**src/hw/rtl/swrms_pkg.sv**
```systemverilog
// Shared constants and controller command type for the sliding-window RMS level unit
package swrms_pkg;

  // default window length in samples and default sample width
  localparam int unsigned WINDOW_DEF      = 2400;
  localparam int unsigned SAMPLE_BITS_DEF = 16;

  // fixed port widths
  localparam int unsigned IN_W    = 16;
  localparam int unsigned LEVEL_W = 16;

  // commands from the controller to the datapath, at most one per cycle
  typedef struct packed {
    logic accept;      // latch sample, issue ring read
    logic square;      // square new and oldest sample
    logic update;      // update sum, write ring, advance pointer
    logic root_init;   // load square root unit from sum
    logic root_step;   // one root bit
    logic load_level;  // move root into the output register
  } swrms_cmd_t;

endpackage

```
**src/hw/rtl/swrms_ctrl.sv**
```systemverilog
// Controller state machine for the sliding-window RMS level unit
module swrms_ctrl #(
  parameter int unsigned SAMPLE_BITS = swrms_pkg::SAMPLE_BITS_DEF
) (
  input  logic                   clk,
  input  logic                   rst,
  input  logic                   sample_valid,
  output logic                   sample_stall,
  output logic                   level_valid,
  input  logic                   level_stall,
  output swrms_pkg::swrms_cmd_t  cmd
);
  import swrms_pkg::*;

  localparam int unsigned CNT_W = $clog2(SAMPLE_BITS);

  typedef enum logic [2:0] {
    S_IDLE,
    S_SQUARE,
    S_UPDATE,
    S_ROOT_PREP,
    S_ROOT,
    S_DONE
  } state_t;

  state_t             state;
  logic [CNT_W-1:0]   cnt;
  logic               out_free;

  assign out_free     = !level_valid || !level_stall;
  assign sample_stall = (state != S_IDLE);

  // command decode
  always_comb begin
    cmd = '0;
    unique case (state)
      S_IDLE:      cmd.accept     = sample_valid;
      S_SQUARE:    cmd.square     = 1'b1;
      S_UPDATE:    cmd.update     = 1'b1;
      S_ROOT_PREP: cmd.root_init  = 1'b1;
      S_ROOT:      cmd.root_step  = 1'b1;
      S_DONE:      cmd.load_level = out_free;
      default:     cmd = '0;
    endcase
  end

  // sequencer and output valid
  always_ff @(posedge clk) begin
    if (rst) begin
      state       <= S_IDLE;
      cnt         <= '0;
      level_valid <= 1'b0;
    end else begin
      if (cmd.load_level) begin
        level_valid <= 1'b1;
      end else if (level_valid && !level_stall) begin
        level_valid <= 1'b0;
      end
      unique case (state)
        S_IDLE: begin
          if (sample_valid) state <= S_SQUARE;
        end
        S_SQUARE: state <= S_UPDATE;
        S_UPDATE: state <= S_ROOT_PREP;
        S_ROOT_PREP: begin
          state <= S_ROOT;
          cnt   <= CNT_W'(SAMPLE_BITS - 1);
        end
        S_ROOT: begin
          if (cnt == '0) state <= S_DONE;
          else cnt <= cnt - 1'b1;
        end
        S_DONE: begin
          if (out_free) state <= S_IDLE;
        end
        default: state <= S_IDLE;
      endcase
    end
  end

endmodule

```
**config.mk**
```make
export PLATFORM = sky130hd
export DESIGN_NAME = swrms_ctrl
export DESIGN_NICKNAME = d
export VERILOG_FILES = /design/src/hw/rtl/swrms_pkg.sv /design/src/hw/rtl/swrms_ctrl.sv
export SDC_FILE = /design/constraint.sdc
export NUM_CORES = 1
export LEC_CHECK = 0
export BUFFER_PORTS_ARGS = -buffer_cell sky130_fd_sc_hd__buf_4
export CAP_MARGIN = 20
export CORE_MARGIN = 3
export CORE_UTILIZATION = 30
export DETAILED_ROUTE_END_ITERATION = 8
export GPL_ROUTABILITY_DRIVEN = 0
export PLACE_DENSITY = 0.64
export SLEW_MARGIN = 30
export SYNTH_ARGS = -nofsm -noshare
export SYNTH_HDL_FRONTEND = slang
export SYNTH_SLANG_ARGS = --single-unit
```
**constraint.sdc**
```tcl
create_clock -name clk -period 1.5 [get_ports clk]
set_input_delay 0.225 -clock clk [delete_from_list [all_inputs] [get_ports clk]]
set_output_delay 0.225 -clock clk [all_outputs]
set_load 0.02 [all_outputs]
```
==> metrics.md <==
| Metric | Value |
|---|---|
| Ratio of cells with drive above 1 in the final layout | 45.1% |
| Layout Skew | 0.00583 ns |
| Bufs on Longest Clock Path | 2 |
| Clock latency on the worst-skew pair | 0.25 ns |
| Yosys top cell area share | 36.6% |
| Row count | 13 |
| Port-buffer cells | 11 |
| VDD IR max | 0.554 mV |
| Placed inst area | 538 sq um |
| First-pass GRT wire length | 1.44 mm |
| Non-Filler Instances | 86 |
| Comb pwr share | 41.2% |
| Max_cap viols | 0 |
| Post-synthesis net count | 57 |
| Synth Area in XOR/XNOR | 2.00% |
| Vias per cell | 5.16 |
| Die ar. | 1950 sq um |
| Setup violations, final | 0 |
| Leading post-synthesis cells by cell area | dfxtp_1 (37%), buf_6 (5.1%), inv_1 (5.1%), nand3b_1 (5.1%), a21oi_1 (4.6%) |
| Most common cell after layout, fill and taps aside | buf_4 |
| RSZ-0062 raised after global routing | yes |
| Pin count of the biggest net entering global routing | 9 |
| CP Launch Type | flip-flop |
| Post-route ant nets | 0 |
| Drt wl/cell | 11.6 um |
| Yosys reg bits | 8 |
| Final instance area | 637 sq um |
| Pwr/cell area | 1110 nW/um^2 |
| Final core occ | 47.7% |
| Kind of critical path | flip-flop to flip-flop |
| Final Hold Fails | 0 |
| Post-synthesis area per instance | 8.42 sq um |
| Adder-cell share of the synthesized area | 2.86% |
| R2R Path Start | state[1] |
| WP data arrival | 1.67 ns |
| Compound-Gate Fraction of Synth Area | 19.7% |
| Dpl cells | 78 |
| F_max | 0.673 GHz |
| Seq pwr share | 35.9% |
| Slowest stage delay, CP | 0.40 ns |
| Post-synthesis mux area share | 0% |
| Largest family of logic cells by synthesized area | simple AND/OR/NAND/NOR gates |
| Initial Utilization | 32.8% |
| Pre-antenna DRT Iters | 4 |
| Area leader, netlist | dfxtp_1 |
| Number of global-route vias before repair | 350 |
| Diode count | 0 |
| Crit. End Element | flip-flop |
| WHS Path Cells | 2 |
| Slew HR | 82.2% |
| Tcrit/Tclk final | 99.1% |
| Wl on met1 | 437 um |
| DR top layer | met4 |
| Hold Crit Class | input port to flip-flop |
| Pin slew with the least headroom to its limit | 0.267 ns |
| Internal Pwr Total | 0.472 mW |
| Worst path cell trace | or3b_4 > buf_6 > or4_1 > a31oi_1 |
| Unique masters post-synth | 28 |
| # DRC | 0 |
| Worst r2r path cells | 4 |
| Die H | 44.2 um |
| Bufs and invs on worst path | 1 |
| Lkg Pwr | 0.287 nW |
| Worst EP required | 1.68 ns |
| Clk pwr share | 22.9% |
| Hold Crit Endpoint | state[1] |
| Worst r2r dst | cnt[3] |
| Total GRT Usage | 10.8% |
| H-tree Lvls | 1 |
| Initial antenna violation count | 0 |
| Net Switching | 0.237 mW |
| Die W | 44.2 um |
| Clock sink total | 8 |
| Mapped Area | 438 sq um |
| Slowest CP cell | or3b_4 |
| Worst R2R Setup Slack | 0.01 ns |
| Min Tclk post-route | 1.49 ns |
| Synth Instances | 52 |
| Crit-path max FO | 5 |
| Sequential area share after synthesis | 36.6% |
| Final nets | 78 |
| Routed WL | 996 um |
| Synth Area in Simple Gates | 25.7% |
| Commonest non-fill, non-tap cells in the layout | buf_4 (16), dfxtp_1 (6), inv_1 (5), a21oi_1 (4), buf_6 (4) |
| Status | finished clean |
| Sw Share | 33.4% |
| Num ports | 12 |
| CTS Buf Count | 3 |
| CTS tree | built |
| Via Count | 444 |
| Root Driver | clkbuf_4 |
| Initial DRC Count | 4 |
| Ys Warns | 0 |
| Met2 wire len | 495 um |
| Grt total ovfl | 0 |
| Post-DP HPWL | 676 um |
| Slew Limit Fails | 0 |
| Clock transition at path regs | 0.05 ns |
| CP delay by family, top | simple AND/OR/NAND/NOR gates |
| Met3 WL | 40 um |
| Synth-to-Final Area Change | 45.4% |
| Core Box Area | 1330 sq um |
| Hold_sp | rst |
-- sequential cells by signal, summed over array words and instances (netlist names) --
register and flops:
cnt 4, state 3, level_valid 1
-- worst register-to-register path, cell delays in order (launching register included) --
cell and delay [ns]:
dfxtp_2 0.32, or3b_4 0.40, buf_6 0.14, or4_1 0.39, a31oi_1 0.17
-- power by group through the flow --
stage               combinational, mW  clock, mW  sequential [mW]
floorplan                       0.187          0            0.253
global placement                0.256          0            0.254
detailed placement              0.257          0            0.254
CTS                             0.267      0.172            0.252
global route                    0.321      0.184            0.257
finish                          0.292      0.162            0.255
-- layer usage --
metal,vias up,GRT usage [%]
met3,2,7.32
met1,204,11.5
met5,-,0
met4,0,7.23
met2,9,15.1
li1,229,-
-- cells by family (layout without fill, tap and decap cells) --
logic type / count (synthesis) / after routing
flops: 8 / 8
simple gates: 18 / 18
compound gates: 13 / 13
xor+xnor: 1 / 1
buf+inv: 11 / 30
fa+ha+maj: 1 / 1
-- what timing repair did --
| item | CTS | global route |
|---|---|---|
| resized for setup | 5 | 8 |
| buffers inserted | 1 | 4 |
| pin swaps | 0 | 2 |
| setup endpoints to repair | 3 | 5 |
| hold buffers | 0 | 0 |
-- cell usage after synthesis --
| master | instances |
|---|---|
| dfxtp_1 | 8 |
| inv_1 | 6 |
| a21oi_1 | 4 |
| nand3b_1 | 3 |
| a31oi_1 | 2 |
| and3_1 | 2 |
| buf_6 | 2 |
| nand2_1 | 2 |
| nor3_1 | 2 |
| nor3b_1 | 2 |
| or3_1 | 2 |
| a211o_1 | 1 |
| a211oi_1 | 1 |
| buf_1 | 1 |
| buf_2 | 1 |
| ha_1 | 1 |
| inv_2 | 1 |
| nor2_1 | 1 |
| nor4_1 | 1 |
| o211ai_1 | 1 |
| o21ai_0 | 1 |
| o221ai_1 | 1 |
| o22ai_1 | 1 |
| o311a_1 | 1 |
| or2_2 | 1 |
| or3b_1 | 1 |
| or4_1 | 1 |
| xnor2_1 | 1 |
-- how the worst max path moves through the flow --
stage                     startpoint        to  cells past startpoint
after floorplan             state[0]    cnt[3]                      5
after global placement        cnt[0]  state[0]                      5
after detailed placement      cnt[0]  state[0]                      5
after CTS                   state[0]    cmd[1]                      4
after global routing        state[1]    cnt[3]                      4
final                       state[1]    cnt[3]                      4
-- per-stage QoR --
| stage | total power [mW] | setup slack, ns | hold slack [ns] | setup TNS, ns |
|---|---|---|---|---|
| final | 0.709 | 0.0136 | 0.191 | 0 |
| after global routing | 0.762 | -0.0401 | 0.184 | -0.0793 |
| after CTS | 0.690 | 0.0122 | 0.185 | 0 |
| after detailed placement | 0.512 | -0.00998 | 0.461 | -0.00998 |
| after global placement | 0.509 | 0.0576 | 0.464 | 0 |
| after floorplan | 0.440 | 0.00484 | 0.408 | 0 |
-- layout make-up --
type	count	area, sq um
timing repair buffer	20	165
inverter	7	28.8
fill	135	697
multi-input combinational	33	239
clock buffer	3	22.5
sequential	8	163
tap	15	18.8
Note: power is estimated with default switching activity, not from simulation.
